`src/rtl/core/blake3_single_chunk_hash_core_macros.svh`:
```
// Assertion macros shared by the hash core RTL.
// Depends on nothing; included by modules that carry assertions.
`ifndef BLAKE3_SINGLE_CHUNK_HASH_CORE_MACROS_SVH
`define BLAKE3_SINGLE_CHUNK_HASH_CORE_MACROS_SVH
// Implication checked on every clock edge outside reset.
`define B3_ASSERT_IMP(label, clk, rst, ante, cons, msg) \
  label: assert property (@(posedge clk) disable iff (rst) (ante) |-> (cons)) else $error(msg);
// Next-cycle implication checked outside reset.
`define B3_ASSERT_NEXT(label, clk, rst, ante, cons, msg) \
  label: assert property (@(posedge clk) disable iff (rst) (ante) |=> (cons)) else $error(msg);
`endif

```
`src/rtl/core/b3sch_pkg.sv`:
```
// Shared types and constants for the single-chunk BLAKE3 hash core.
// No dependencies.
`default_nettype none
package b3sch_pkg;
  localparam logic [31:0] IV0 = 32'h6A09E667;
  localparam logic [31:0] IV1 = 32'hBB67AE85;
  localparam logic [31:0] IV2 = 32'h3C6EF372;
  localparam logic [31:0] IV3 = 32'hA54FF53A;
  localparam logic [31:0] IV4 = 32'h510E527F;
  localparam logic [31:0] IV5 = 32'h9B05688C;
  localparam logic [31:0] IV6 = 32'h1F83D9AB;
  localparam logic [31:0] IV7 = 32'h5BE0CD19;
  localparam logic [31:0] FLAG_CHUNK_START = 32'd1;
  localparam logic [31:0] FLAG_CHUNK_END = 32'd2;
  localparam logic [31:0] FLAG_ROOT = 32'd8;
  localparam int ROUNDS = 7;

  // One queued item: a byte and whether it ends the message.
  typedef struct packed {
    logic [7:0] data_byte;
    logic       has_byte;
    logic       last;
  } item_t;

  function automatic logic [31:0] iv_word(input logic [2:0] i);
    logic [31:0] r;
    begin
      unique case (i)
        3'd0: r = IV0;
        3'd1: r = IV1;
        3'd2: r = IV2;
        3'd3: r = IV3;
        3'd4: r = IV4;
        3'd5: r = IV5;
        3'd6: r = IV6;
        default: r = IV7;
      endcase
      return r;
    end
  endfunction

  // Message word permutation: which word of the previous round feeds slot s in the next round.
  function automatic logic [3:0] perm(input logic [3:0] s);
    logic [3:0] r;
    begin
      unique case (s)
        4'd0: r = 4'd2;   4'd1: r = 4'd6;   4'd2: r = 4'd3;   4'd3: r = 4'd10;
        4'd4: r = 4'd7;   4'd5: r = 4'd0;   4'd6: r = 4'd4;   4'd7: r = 4'd13;
        4'd8: r = 4'd1;   4'd9: r = 4'd11;  4'd10: r = 4'd12; 4'd11: r = 4'd5;
        4'd12: r = 4'd9;  4'd13: r = 4'd14; 4'd14: r = 4'd15; default: r = 4'd8;
      endcase
      return r;
    end
  endfunction
endpackage
`default_nettype wire

```
`src/rtl/core/b3sch_front.sv`:
```
// Front end: input skid queue of two items between the stream port and the engine.
// Depends on b3sch_pkg.
`default_nettype none
module b3sch_front (
  input  wire logic            clk,
  input  wire logic            rst,
  input  wire logic            in_valid,
  output logic                 in_ready,
  input  wire b3sch_pkg::item_t in_item,
  output logic                 q_valid,
  input  wire logic            q_ready,
  output b3sch_pkg::item_t     q_item
);
  b3sch_pkg::item_t slots [2];
  logic       wptr, rptr;
  logic [1:0] count;
  logic       push, pop;

  assign push = in_valid && in_ready;
  assign pop = q_valid && q_ready;
  assign in_ready = (count != 2'd2);
  assign q_valid = (count != 2'd0);
  assign q_item = slots[rptr];

  // Storage writes.
  always_ff @(posedge clk) begin
    if (push) begin
      slots[wptr] <= in_item;
    end
  end

  // Pointer and occupancy control.
  always_ff @(posedge clk) begin
    if (rst) begin
      wptr <= 1'b0;
      rptr <= 1'b0;
      count <= 2'd0;
    end else begin
      if (push) wptr <= ~wptr;
      if (pop) rptr <= ~rptr;
      count <= count + {1'b0, push} - {1'b0, pop};
    end
  end

  `include "blake3_single_chunk_hash_core_macros.svh"
  `B3_ASSERT_IMP(a_no_overflow, clk, rst, count == 2'd2, !push, "queue overflow")
  `B3_ASSERT_NEXT(a_count_track, clk, rst, push && !pop && count == 2'd0, count == 2'd1, "count slip")
  `B3_ASSERT_IMP(a_ready_when_empty, clk, rst, count == 2'd0, in_ready, "empty queue not ready")
endmodule
`default_nettype wire

```
`config.mk`:
```
export PLATFORM = sky130hd
export DESIGN_NAME = b3sch_front
export DESIGN_NICKNAME = d
export VERILOG_FILES = /design/src/rtl/core/b3sch_pkg.sv /design/src/rtl/core/b3sch_front.sv
export VERILOG_INCLUDE_DIRS = /design/src /design/src/rtl/core
export SDC_FILE = /design/constraint.sdc
export NUM_CORES = 1
export LEC_CHECK = 0
export BUFFER_PORTS_ARGS = -buffer_cell sky130_fd_sc_hd__buf_2
export CAP_MARGIN = 40
export CORE_MARGIN = 3
export CORE_UTILIZATION = 34
export CTS_BUF_LIST = sky130_fd_sc_hd__clkbuf_16
export DETAILED_ROUTE_END_ITERATION = 8
export GPL_TIMING_DRIVEN = 0
export PLACE_DENSITY = 0.6
export SYNTH_ARGS = -nofsm -noshare
export SYNTH_HDL_FRONTEND = slang
export SYNTH_SLANG_ARGS = --single-unit
```
`constraint.sdc`:
```
create_clock -name clk -period 1.5 [get_ports clk]
set_input_delay 0.075 -clock clk [delete_from_list [all_inputs] [get_ports clk]]
set_output_delay 0.075 -clock clk [all_outputs]
set_load 0.02 [all_outputs]
```
### Yosys cells after proc, flatten, opt, wreduce, memory -nomap -nowiden

Memories as Yosys holds them, arrays and structs flattened. A register that Yosys moved wholly into a read port is not among the register bits.
Index checks and enable logic that the tools add are counted.

| operators by class | value |
|---|---|
| add/subtract/negate cells | 2 |
| equality and inequality tests | 1 |
| muxes and demuxes | 4 |
| bitwise operators | 2 |
| reduce and logical (&&, ||, !) cells | 3 |

Operators by type and width:

| operator | count |
|---|---|
| $mux 1 | 4 |
| $add 2x1->2 | 1 |
| $logic_and 1x1->1 | 2 |
| $ne 2x2->1 const B | 1 |
| $not 1->1 | 2 |
| $reduce_bool 2->1 | 1 |
| $sub 2x1->2 | 1 |

| word-level totals | value |
|---|---|
| register bits after elaboration | 4 |
| RAM bits | 20 |
| input port bits | 14 |
| word-level logic and storage cells | 16 |
| memories | 1 |

Memories:

| name | words | width | read ports | clocked after Yosys merged registers in | write ports | line | text |
|---|---|---|---|---|---|---|---|
| slots | 2 | 10 | 1 | 1 | 1 | b3sch_front.sv:14 | `b3sch_pkg::item_t slots [2];` |

### Longest topological paths before layout

Gate-level depths: netlist (run 1).

| logic depth | value |
|---|---|
| word-level depth | 4 |
| gate-level depth with buffers | 8 |

### Worst setup path before layout (run 1)

No wires, ideal clock.

| timing path | value |
|---|---|
| path type | reg2reg |
| start | reg count[0] |
| end | reg count[1] |
| library setup time | 115 ps |
| arrival time | 1416 ps |
| data required time | 1385 ps |
| path slack | -31 ps |
| cell stages (with the launch flop) | 9 |
| period minus slack after synthesis | 1531 ps |
| cells stage by stage | dfxtp_1 nand2b_2 nand2_2 ha_1 inv_1 ha_1 xor2_1 xnor2_1 nor2_1 |

| on the way | value |
|---|---|
| cells in the longest elaborated chain, start to end | 4 |
| elaborated cells between the ends (all ways) | 6 |
| classes of those cells | add/sub (2); eq/ne (1); reduce/logical (3) |

RTL lines:

| element | line | text |
|---|---|---|
| start, declared | b3sch_front.sv:16 | `logic [1:0] count;` |
| start signal, assigned | b3sch_front.sv:41 | `count <= count + {1'b0, push} - {1'b0, pop};` |
| $ne 2x2->1 | b3sch_front.sv:21 | `assign in_ready = (count != 2'd2);` |
| named net in_ready | b3sch_front.sv:8 | `output logic in_ready,` |
| $logic_and 1x1->1 | b3sch_front.sv:19 | `assign push = in_valid && in_ready;` |
| $add 2x1->2 | b3sch_front.sv:41 |  |
| $sub 2x1->2 | b3sch_front.sv:41 |  |

The timed path passes the listed nets, and every way through them passes these cells.
A chain may end at the register's enable or synchronous reset.

### Worst setup path after layout (run 1)

| timing path | value |
|---|---|
| start | reg count[1] |
| end | reg count[1] |

| on the way | value |
|---|---|
| elaborated cells between the ends (all ways) | 6 |
| classes of those cells | add/sub (2); eq/ne (1); reduce/logical (3) |

RTL lines:

| element | line | text |
|---|---|---|
| $reduce_bool 2->1 | b3sch_front.sv:22 | `assign q_valid = (count != 2'd0);` |
| $logic_and 1x1->1 | b3sch_front.sv:20 | `assign pop = q_valid && q_ready;` |
| named net pop | b3sch_front.sv:17 | `logic push, pop;` |
| $sub 2x1->2 | b3sch_front.sv:41 |  |

The timed path passes the listed nets, and every way through them passes these cells.

==> results of run 1 <==
## logic make-up after synthesis
group | after synthesis | share of synthesized area, %
flip-flops | 25 | 73.3
XOR/XNOR | 3 | 2.75
buffers and inverters | 2 | 0.915
AND/OR/NAND/NOR | 11 | 6.15
adder cells (fa/ha/maj) | 2 | 2.62
multiplexers | 11 | 13.4
AO/OA/AOI/OAI | 1 | 0.916
## power by group
group | leakage (nW) | switching, mW | internal (mW)
combinational | 0.240 | 0.410 | 0.348
clock | 0.0409 | 0.222 | 0.359
sequential | 0.229 | 0.0532 | 0.894
## layout make-up
| type | instances | area (sq um) |
|---|---|---|
| plain buffers | 1 | 5.00 |
| repair buffers | 29 | 155 |
| inverters | 1 | 3.75 |
| multi-input cells | 28 | 298 |
| clock buffers | 3 | 75.1 |
| fillers | 230 | 1280 |
| clock inverters | 1 | 5.00 |
| flip-flops and latches | 25 | 708 |
| well taps | 30 | 37.5 |
## flip-flops by register name (all words and copies together) (netlist names), named ones only
name and count:
count 2, slots 20, rptr 1, wptr 1
## synth_stat cells
| master | instances |
|---|---|
| sky130_fd_sc_hd__nand2_2 | 1 |
| sky130_fd_sc_hd__xnor2_1 | 2 |
| sky130_fd_sc_hd__mux2_4 | 1 |
| sky130_fd_sc_hd__edfxtp_1 | 20 |
| sky130_fd_sc_hd__ha_1 | 2 |
| sky130_fd_sc_hd__o21a_2 | 1 |
| sky130_fd_sc_hd__nor2b_1 | 2 |
| sky130_fd_sc_hd__and3_1 | 1 |
| sky130_fd_sc_hd__inv_1 | 1 |
| sky130_fd_sc_hd__xor2_1 | 1 |
| sky130_fd_sc_hd__buf_2 | 1 |
| sky130_fd_sc_hd__nor2_1 | 5 |
| sky130_fd_sc_hd__nand2b_2 | 1 |
| sky130_fd_sc_hd__mux2_1 | 10 |
| sky130_fd_sc_hd__dfxtp_1 | 5 |
| sky130_fd_sc_hd__or2_1 | 1 |
## worst max-delay path: stages, from the launching register on
cell	delay, ps
sky130_fd_sc_hd__dfxtp_4	360
sky130_fd_sc_hd__o21a_4	230
sky130_fd_sc_hd__ha_4	250
sky130_fd_sc_hd__inv_2	40
sky130_fd_sc_hd__ha_4	150
sky130_fd_sc_hd__xor2_2	140
sky130_fd_sc_hd__xnor2_1	140
sky130_fd_sc_hd__nor2_1	70
## what timing repair did
action | CTS | global route
gates cloned | 0 | 0
gates resized for setup | 7 | 5
pin swaps | 3 | 4
buffers inserted | 1 | 2
setup endpoints to repair | 1 | 8
## metrics by stage
step | worst slack [ps] | cells | utilization (%)
final | 18.2 | 118 | 50.1
after global placement | -169 | 110 | 43.8
after global routing | -11.8 | 118 | 50.1
after CTS | 8.85 | 116 | 48.7
after floorplan | 5.95 | 55 | -
after detailed placement | -53.9 | 111 | 44.1
## routing by layer
layer | vias to the layer above | share of wire [%] | global-route usage (%)
met4 | 0 | 2.2 | 7.77
met1 | 268 | 41 | 10.6
met2 | 19 | 50 | 17.2
li1 | 267 | - | -
met3 | 3 | 6.9 | 2.83
met5 | - | 0 | 0
## final timing paths
path,startpoint,endpoint,slack (ps),cells past startpoint
hold reg to reg,rptr,rptr,530,2
setup / recovery,count[1],count[1],20,7
hold / removal,in_item[7],slots[0][7],5,1
setup reg to reg,count[1],count[1],20,7
==> summary.md, run 1 <==
- **status** finished clean
- **clock tree from TritonCTS** yes
- **drt initial violations** 7
- **Final TNS setup** 0 ps
- **initial antenna violation count** 0
- **post-synthesis sequential area ratio** 73.3%
- **transition at the pin with the smallest max-transition slack** 498 ps
- **insertion delay of the later-clocked pin in the worst-skew pair** 260 ps
- **element type at the critical path end** flop
- **vias** 557
- **time the final worst path needs with I/O delays and setup** 1480 ps
- **final-layout worst hold slack** 5.40 ps
- **number of nets with antenna violations after detailed routing** 0
- **class of the most critical hold timing path** input port to flop
- **total global routing track utilization** 10.2%
- **Slew Limit Headroom** 66.8%
- **final setup violation count** 0
- **floorplan core area** 2570 sq um
- **average wire per standard cell** 13.9 um
- **sink count of the clock tree** 25
- **routed vias/inst** 4.72
- **global-route wire length before repair** 2460 um
- **placer congestion estimate** 0.655
- **leakage power total** 0.511 nW
- **max-slew violation count** 0
- **data arrival time at the worst-slack endpoint** 1630 ps
- **number of H-tree levels** 1
- **endpoints failing hold** 0
- **maximum fanout encountered on the critical timing path** 3
- **largest net degree at the start of global routing** 15
- **most common library cell in the layout ignoring fill and taps** sky130_fd_sc_hd__buf_2
- **CTS root buffer** sky130_fd_sc_hd__clkbuf_16
- **setup repair after global routing missed its margin** true
- **Post-Syn Nets** 71
- **global route overflow** 0
- **power density cells** 1780 nW/um^2
- **Max Buffers Root-to-Sink** 2
- **number of I/O port buffers** 25
- **final clock skew** 2.49 ps
- **number of clock buffers inserted by TritonCTS** 3
- **remaining routing DRC violations** 0
- **most frequent cells in the layout** sky130_fd_sc_hd__buf_2 (26), sky130_fd_sc_hd__edfxtp_1 (20), sky130_fd_sc_hd__mux2_1 (10)
- **Worst-path clk slew** 60 ps
- **critical path class** flop to flop
- **max-cap violation count** 0
- **top post-synthesis cells by area** sky130_fd_sc_hd__edfxtp_1 (63%), sky130_fd_sc_hd__mux2_1 (12%), sky130_fd_sc_hd__dfxtp_1 (10%)
- **number of distinct library cell variants in the gate-level netlist after synthesis** 16
- **kind of start point of the critical path** flop
- **hold bufs inserted after CTS** 0
- **diode insertion count for antenna repair** 0
- **die height** 59.0 um
- **design area** 1290 sq um
- **total wire length after detailed routing** 1640 um
- **placed wire-length estimate** 1120 um
- **highest ir drop seen on vdd** 0.000930 V
- **synthesized instance count** 55
- **Post-Synthesis Mean Instance Area** 17.4 sq um
- **Worst Path Required** 1650 ps
- **Die Width** 59.0 um
- **PnR Total Power** 2.29 mW
- **length of the first detailed-routing pass in iterations** 3
- **Rows** 18
- **area growth from synthesis to layout** 34.7%
- **flip-flop and latch count after synthesis** 25
- **Final Cycle Share** 98.8%
- **placed cell area** 1130 sq um
- **net count of the finished layout** 105
- **effective utilization at floorplan** 37.2%
- **die area** 3480 sq um
- **num ports** 26
- **Max Freq** 0.675 GHz
- **library cell occupying the most area in the post-synthesis netlist** sky130_fd_sc_hd__edfxtp_1
- **cell area after synthesis** 956 sq um
- **share of layout cells above drive strength 1** 51.1%
- **Synth top area share** 62.8%
- **via count of the first global-routing pass** 570
- **Synth Warn #** 0
Note: power is estimated with default switching activity, not from simulation.
==> run 2: changes to the inputs <==
CORE_ASPECT_RATIO = 1.4   (was not set)
==> summary.md, run 2 (same netlist as run 1, synthesis figures left out) <==
- **Slew Limit Headroom** 69.3%
- **final core utilization** 49.4%
- **status** finished clean
- **final clock skew** 2.30 ps
- **net switching power figure** 671 uW
- **global-route wire length before repair** 2490 um
- **setup repair after global routing missed its margin** true
- **largest delay contributor family on the critical path** adder cells
- **PnR Total Power** 2.29 mW
- **Critical path buffers and inverters** 1
- **standard cell with the maximum stage delay on the critical path** sky130_fd_sc_hd__dfxtp_4
- **most frequent cell on the critical path** sky130_fd_sc_hd__ha_4
- **largest registers** slots (20), count (2)
- **Max Freq** 0.683 GHz
- **maximum fanout encountered on the critical timing path** 3
- **most frequent cells in the layout** sky130_fd_sc_hd__buf_2 (26), sky130_fd_sc_hd__edfxtp_1 (20), sky130_fd_sc_hd__mux2_1 (10)
- **die area** 3490 sq um
- **area growth from synthesis to layout** 36.6%
- **time the final worst path needs with I/O delays and setup** 1470 ps
- **Rows** 22
- **Die Width** 50.8 um
- **hold bufs inserted after CTS** 0
- **leakage power total** 0.521 nW
- **cell chain of the critical path** o21a_4 -> ha_4 -> inv_2 -> ha_4 -> xor2_2 -> xnor2_1 -> nor2_1
- **floorplan core area** 2640 sq um
- **max FFs per register** 20
- **transition at the pin with the smallest max-transition slack** 461 ps
- **Final TNS setup** 0 ps
- **via count of the first global-routing pass** 560
- **class of the most critical hold timing path** input port to flop
- **placed cell area** 1140 sq um
- **highest ir drop seen on vdd** 0.00111 V
- **element type at the critical path end** flop
- **total wire length after detailed routing** 1570 um
- **remaining routing DRC violations** 0
- **effective utilization at floorplan** 36.2%
- **drt initial violations** 6
- **final setup violation count** 0
- **clock tree from TritonCTS** yes
- **length of the first detailed-routing pass in iterations** 4
- **CTS root buffer** sky130_fd_sc_hd__clkbuf_16
- **dpl cells** 117
- **number of I/O port buffers** 25
- **num ports** 26
- **Max Buffers Root-to-Sink** 2
- **largest net degree at the start of global routing** 14
- **average wire per standard cell** 12.5 um
- **sink count of the clock tree** 25
- **data arrival time at the worst-slack endpoint** 1610 ps
- **global route overflow** 0
- **design area** 1310 sq um
- **endpoints failing hold** 0
- **power density cells** 1750 nW/um^2
- **Reg2Reg Setup Slack** 30 ps
- **clock network power share** 24.3%
- **total global routing track utilization** 10.2%
- **final-layout worst hold slack** 11.1 ps
- **Comb pwr share** 34.5%
- **most common library cell in the layout ignoring fill and taps** sky130_fd_sc_hd__buf_2
- **internal portion of total power** 1.62 mW
- **initial antenna violation count** 0
- **placed wire-length estimate** 1060 um
- **max-cap violation count** 0
- **vias** 556
- **Worst-path clk slew** 60 ps
- **slowest cell delay on critical path** 360 ps
- **critical path class** flop to flop
- **kind of start point of the critical path** flop
- **Final Cycle Share** 97.7%
- **placer congestion estimate** 0.560
- **share of layout cells above drive strength 1** 51.1%
- **sw frac** 29.3%
- **Top reg by flops** slots
- **net count of the finished layout** 107
- **sequential cell fraction of total power** 41.2%
- **diode insertion count for antenna repair** 0
- **number of nets with antenna violations after detailed routing** 0
- **die height** 68.7 um
- **insertion delay of the later-clocked pin in the worst-skew pair** 250 ps
- **setup slack after layout** 35.0 ps
- **routed vias/inst** 4.41
- **pre-CTS WS** -71.0 ps
- **max-slew violation count** 0
- **number of clock buffers inserted by TritonCTS** 3
- **non-filler cells in the finished layout** 126
- **number of H-tree levels** 1
- **Worst Path Required** 1640 ps
run 2: final cells by class:
type                            instances  area (sq um)
Tap cell                               36          45.0
Sequential cell                        25           706
Buffer                                  1          5.00
Timing Repair Buffer                   31           170
Clock inverter                          1          3.75
Clock buffer                            3          75.1
Fill cell                             250          1340
Multi-Input combinational cell         28           298
Inverter                                1          3.75
run 2: final timing paths:
| check | cells past startpoint | end | start |
|---|---|---|---|
| setup / recovery | 7 | count[1] | count[1] |
| hold / removal | 1 | slots[0][4] | in_item[4] |
| setup reg to reg | 7 | count[1] | count[1] |
| hold reg to reg | 2 | rptr | rptr |
run 2: metal layers:
layer	wire length (um)	vias to the layer above	GRT usage [%]
met5	0	-	0
met1	584	264	10.7
met2	835	20	17.6
met3	115	4	3.44
li1	-	268	-
met4	34	0	6.06
run 2: power groups by stage:
stage | logic, mW | registers (mW) | clock network (mW)
2_1_floorplan | 0.456 | 0.934 | 0
3_3_place_gp | 0.616 | 0.942 | 0
3_5_place_dp | 0.639 | 0.947 | 0
4_1_cts | 0.738 | 0.938 | 0.570
5_1_grt | 0.872 | 0.952 | 0.605
6_report | 0.789 | 0.942 | 0.557
run 2: what timing repair did:
| item | CTS | global route |
|---|---|---|
| endpoints found under the setup margin | 7 | 7 |
| pin swaps | 4 | 6 |
| buffers inserted | 4 | 1 |
| gates resized for setup | 7 | 4 |
==> run 3: changes to the inputs <==
CORE_UTILIZATION = 44   (was 34)
PLACE_DENSITY = 0.74   (was 0.6)
SETUP_SLACK_MARGIN = 0.05   (was not set)
==> summary.md, run 3 (same netlist as run 1, synthesis figures left out) <==
- **status** finished with violations
- **failing checks** negative setup slack
- **maximum fanout encountered on the critical timing path** 3
- **Reg2Reg Setup Slack** -40 ps
- **number of I/O port buffers** 25
- **element type at the critical path end** flop
- **leakage power total** 0.529 nW
- **number of H-tree levels** 1
- **area growth from synthesis to layout** 36.5%
- **Top reg by flops** slots
- **highest ir drop seen on vdd** 0.00118 V
- **most frequent cell on the critical path** sky130_fd_sc_hd__ha_4
- **critical path class** flop to flop
- **Max Freq** 0.649 GHz
- **die height** 61.2 um
- **total global routing track utilization** 13.1%
- **transition at the pin with the smallest max-transition slack** 308 ps
- **global-route wire length before repair** 2330 um
- **final clock skew** 3.97 ps
- **pre-CTS WS** -126 ps
- **hold bufs inserted after CTS** 0
- **routed vias/inst** 4.74
- **remaining routing DRC violations** 0
- **most common library cell in the layout ignoring fill and taps** sky130_fd_sc_hd__buf_2
- **setup slack after layout** -41.2 ps
- **average wire per standard cell** 14.3 um
- **non-filler cells in the finished layout** 113
- **insertion delay of the later-clocked pin in the worst-skew pair** 250 ps
- **Final TNS setup** -41.2 ps
- **cell chain of the critical path** o21a_4 -> ha_4 -> inv_2 -> ha_4 -> xor2_1 -> xnor2_1 -> nor2_1
- **sink count of the clock tree** 25
- **length of the first detailed-routing pass in iterations** 3
- **number of clock buffers inserted by TritonCTS** 3
- **drt initial violations** 3
- **standard cell with the maximum stage delay on the critical path** sky130_fd_sc_hd__dfxtp_4
- **largest net degree at the start of global routing** 15
- **Worst-path clk slew** 60 ps
- **max FFs per register** 20
- **setup repair after global routing missed its margin** true
- **effective utilization at floorplan** 47.3%
- **Die Width** 45.4 um
- **floorplan core area** 2020 sq um
- **total wire length after detailed routing** 1620 um
- **hold-critical path depth** 1
- **via count of the first global-routing pass** 519
- **number of nets with antenna violations after detailed routing** 0
- **largest registers** slots (20), count (2)
- **endpoints failing hold** 0
- **Slew Limit Headroom** 79.4%
- **global route overflow** 0
- **Worst Path Required** 1640 ps
- **Max Buffers Root-to-Sink** 2
- **kind of start point of the critical path** flop
- **Final Cycle Share** 103%
- **max-slew violation count** 0
- **die area** 2780 sq um
- **slowest cell delay on critical path** 360 ps
- **data arrival time at the worst-slack endpoint** 1680 ps
- **class of the most critical hold timing path** input port to flop
- **share of layout cells above drive strength 1** 53.3%
- **dpl cells** 101
- **Worst R2R Path Depth** 7
- **clock tree from TritonCTS** yes
- **CTS root buffer** sky130_fd_sc_hd__clkbuf_16
- **final setup violation count** 1
- **num ports** 26
- **initial antenna violation count** 0
- **max-cap violation count** 0
- **diode insertion count for antenna repair** 0
- **net count of the finished layout** 109
- **time the final worst path needs with I/O delays and setup** 1540 ps
- **power density cells** 1780 nW/um^2
- **placer congestion estimate** 0.641
- **most frequent cells in the layout** sky130_fd_sc_hd__buf_2 (25), sky130_fd_sc_hd__edfxtp_1 (20), sky130_fd_sc_hd__mux2_1 (10)
- **vias** 536
- **Rows** 19
[run 3: changes by cell type in the layout (fill, tap and decap cells not counted)]
| cell | before | now |
|---|---|---|
| sky130_fd_sc_hd__clkbuf_4 | 0 | 1 |
| sky130_fd_sc_hd__nor2_4 | 0 | 1 |
| sky130_fd_sc_hd__xor2_1 | 0 | 1 |
| sky130_fd_sc_hd__buf_4 | 6 | 8 |
| sky130_fd_sc_hd__buf_2 | 26 | 25 |
| sky130_fd_sc_hd__xor2_2 | 1 | 0 |
| sky130_fd_sc_hd__and3_2 | 0 | 1 |
| sky130_fd_sc_hd__clkinv_2 | 0 | 1 |
| sky130_fd_sc_hd__nor2_2 | 1 | 0 |
| sky130_fd_sc_hd__and3_1 | 1 | 0 |
| sky130_fd_sc_hd__inv_1 | 1 | 0 |
[run 3: final cells by class]
| type | instances | area (sq um) |
|---|---|---|
| clock buffers | 3 | 75.1 |
| multi-input cells | 28 | 297 |
| repair buffers | 33 | 185 |
| well taps | 21 | 26.3 |
| fillers | 148 | 716 |
| clock inverters | 1 | 5.00 |
| inverters | 1 | 3.75 |
| flip-flops and latches | 25 | 706 |
| plain buffers | 1 | 7.51 |
[run 3: critical path, delay by kind of cell, from the launching register on]
family | cells | cell delay (ps)
fa+ha+maj | 2 | 410
flops | 1 | 360
xor+xnor | 2 | 310
compound gates | 1 | 230
simple gates | 1 | 80
buf+inv | 1 | 40
[run 3: metal layers]
layer | track usage, % | vias up | part of all wire, %
li1 | - | 274 | -
met1 | 10.8 | 243 | 34
met2 | 24.6 | 17 | 58
met3 | 3.80 | 2 | 5.7
met4 | 10.0 | 0 | 1.8
met5 | 0 | - | 0
[run 3: final timing paths]
path                            startpoint           to
worst min register to register        rptr         rptr
worst min-delay path            in_item[8]  slots[0][8]
worst max register to register    count[1]     count[1]
worst max-delay path              count[1]     count[1]
[run 3: stage by stage]
step                      total power [mW]  util, %  hold WS, ps  instance area (sq um)
after floorplan                       1.42        -          139                    983
after global placement                1.58     56.2          264                   1130
after detailed placement              1.62     56.2          267                   1130
after CTS                             2.28     62.7         6.57                   1270
after global routing                  2.45     64.6       -0.427                   1310
final                                 2.32     64.6         9.69                   1310
[run 3: repair_timing]
action                                  4_1_cts  5_1_grt
setup buffers                                 4        4
endpoints found under the setup margin       11       21
pin swaps                                     3        6
gates resized for setup                       5        3
[run 3: power breakdown]
| group | switching [mW] | internal (mW) |
|---|---|---|
| sequential | 0.0566 | 0.890 |
| clock | 0.212 | 0.358 |
| combinational | 0.417 | 0.389 |
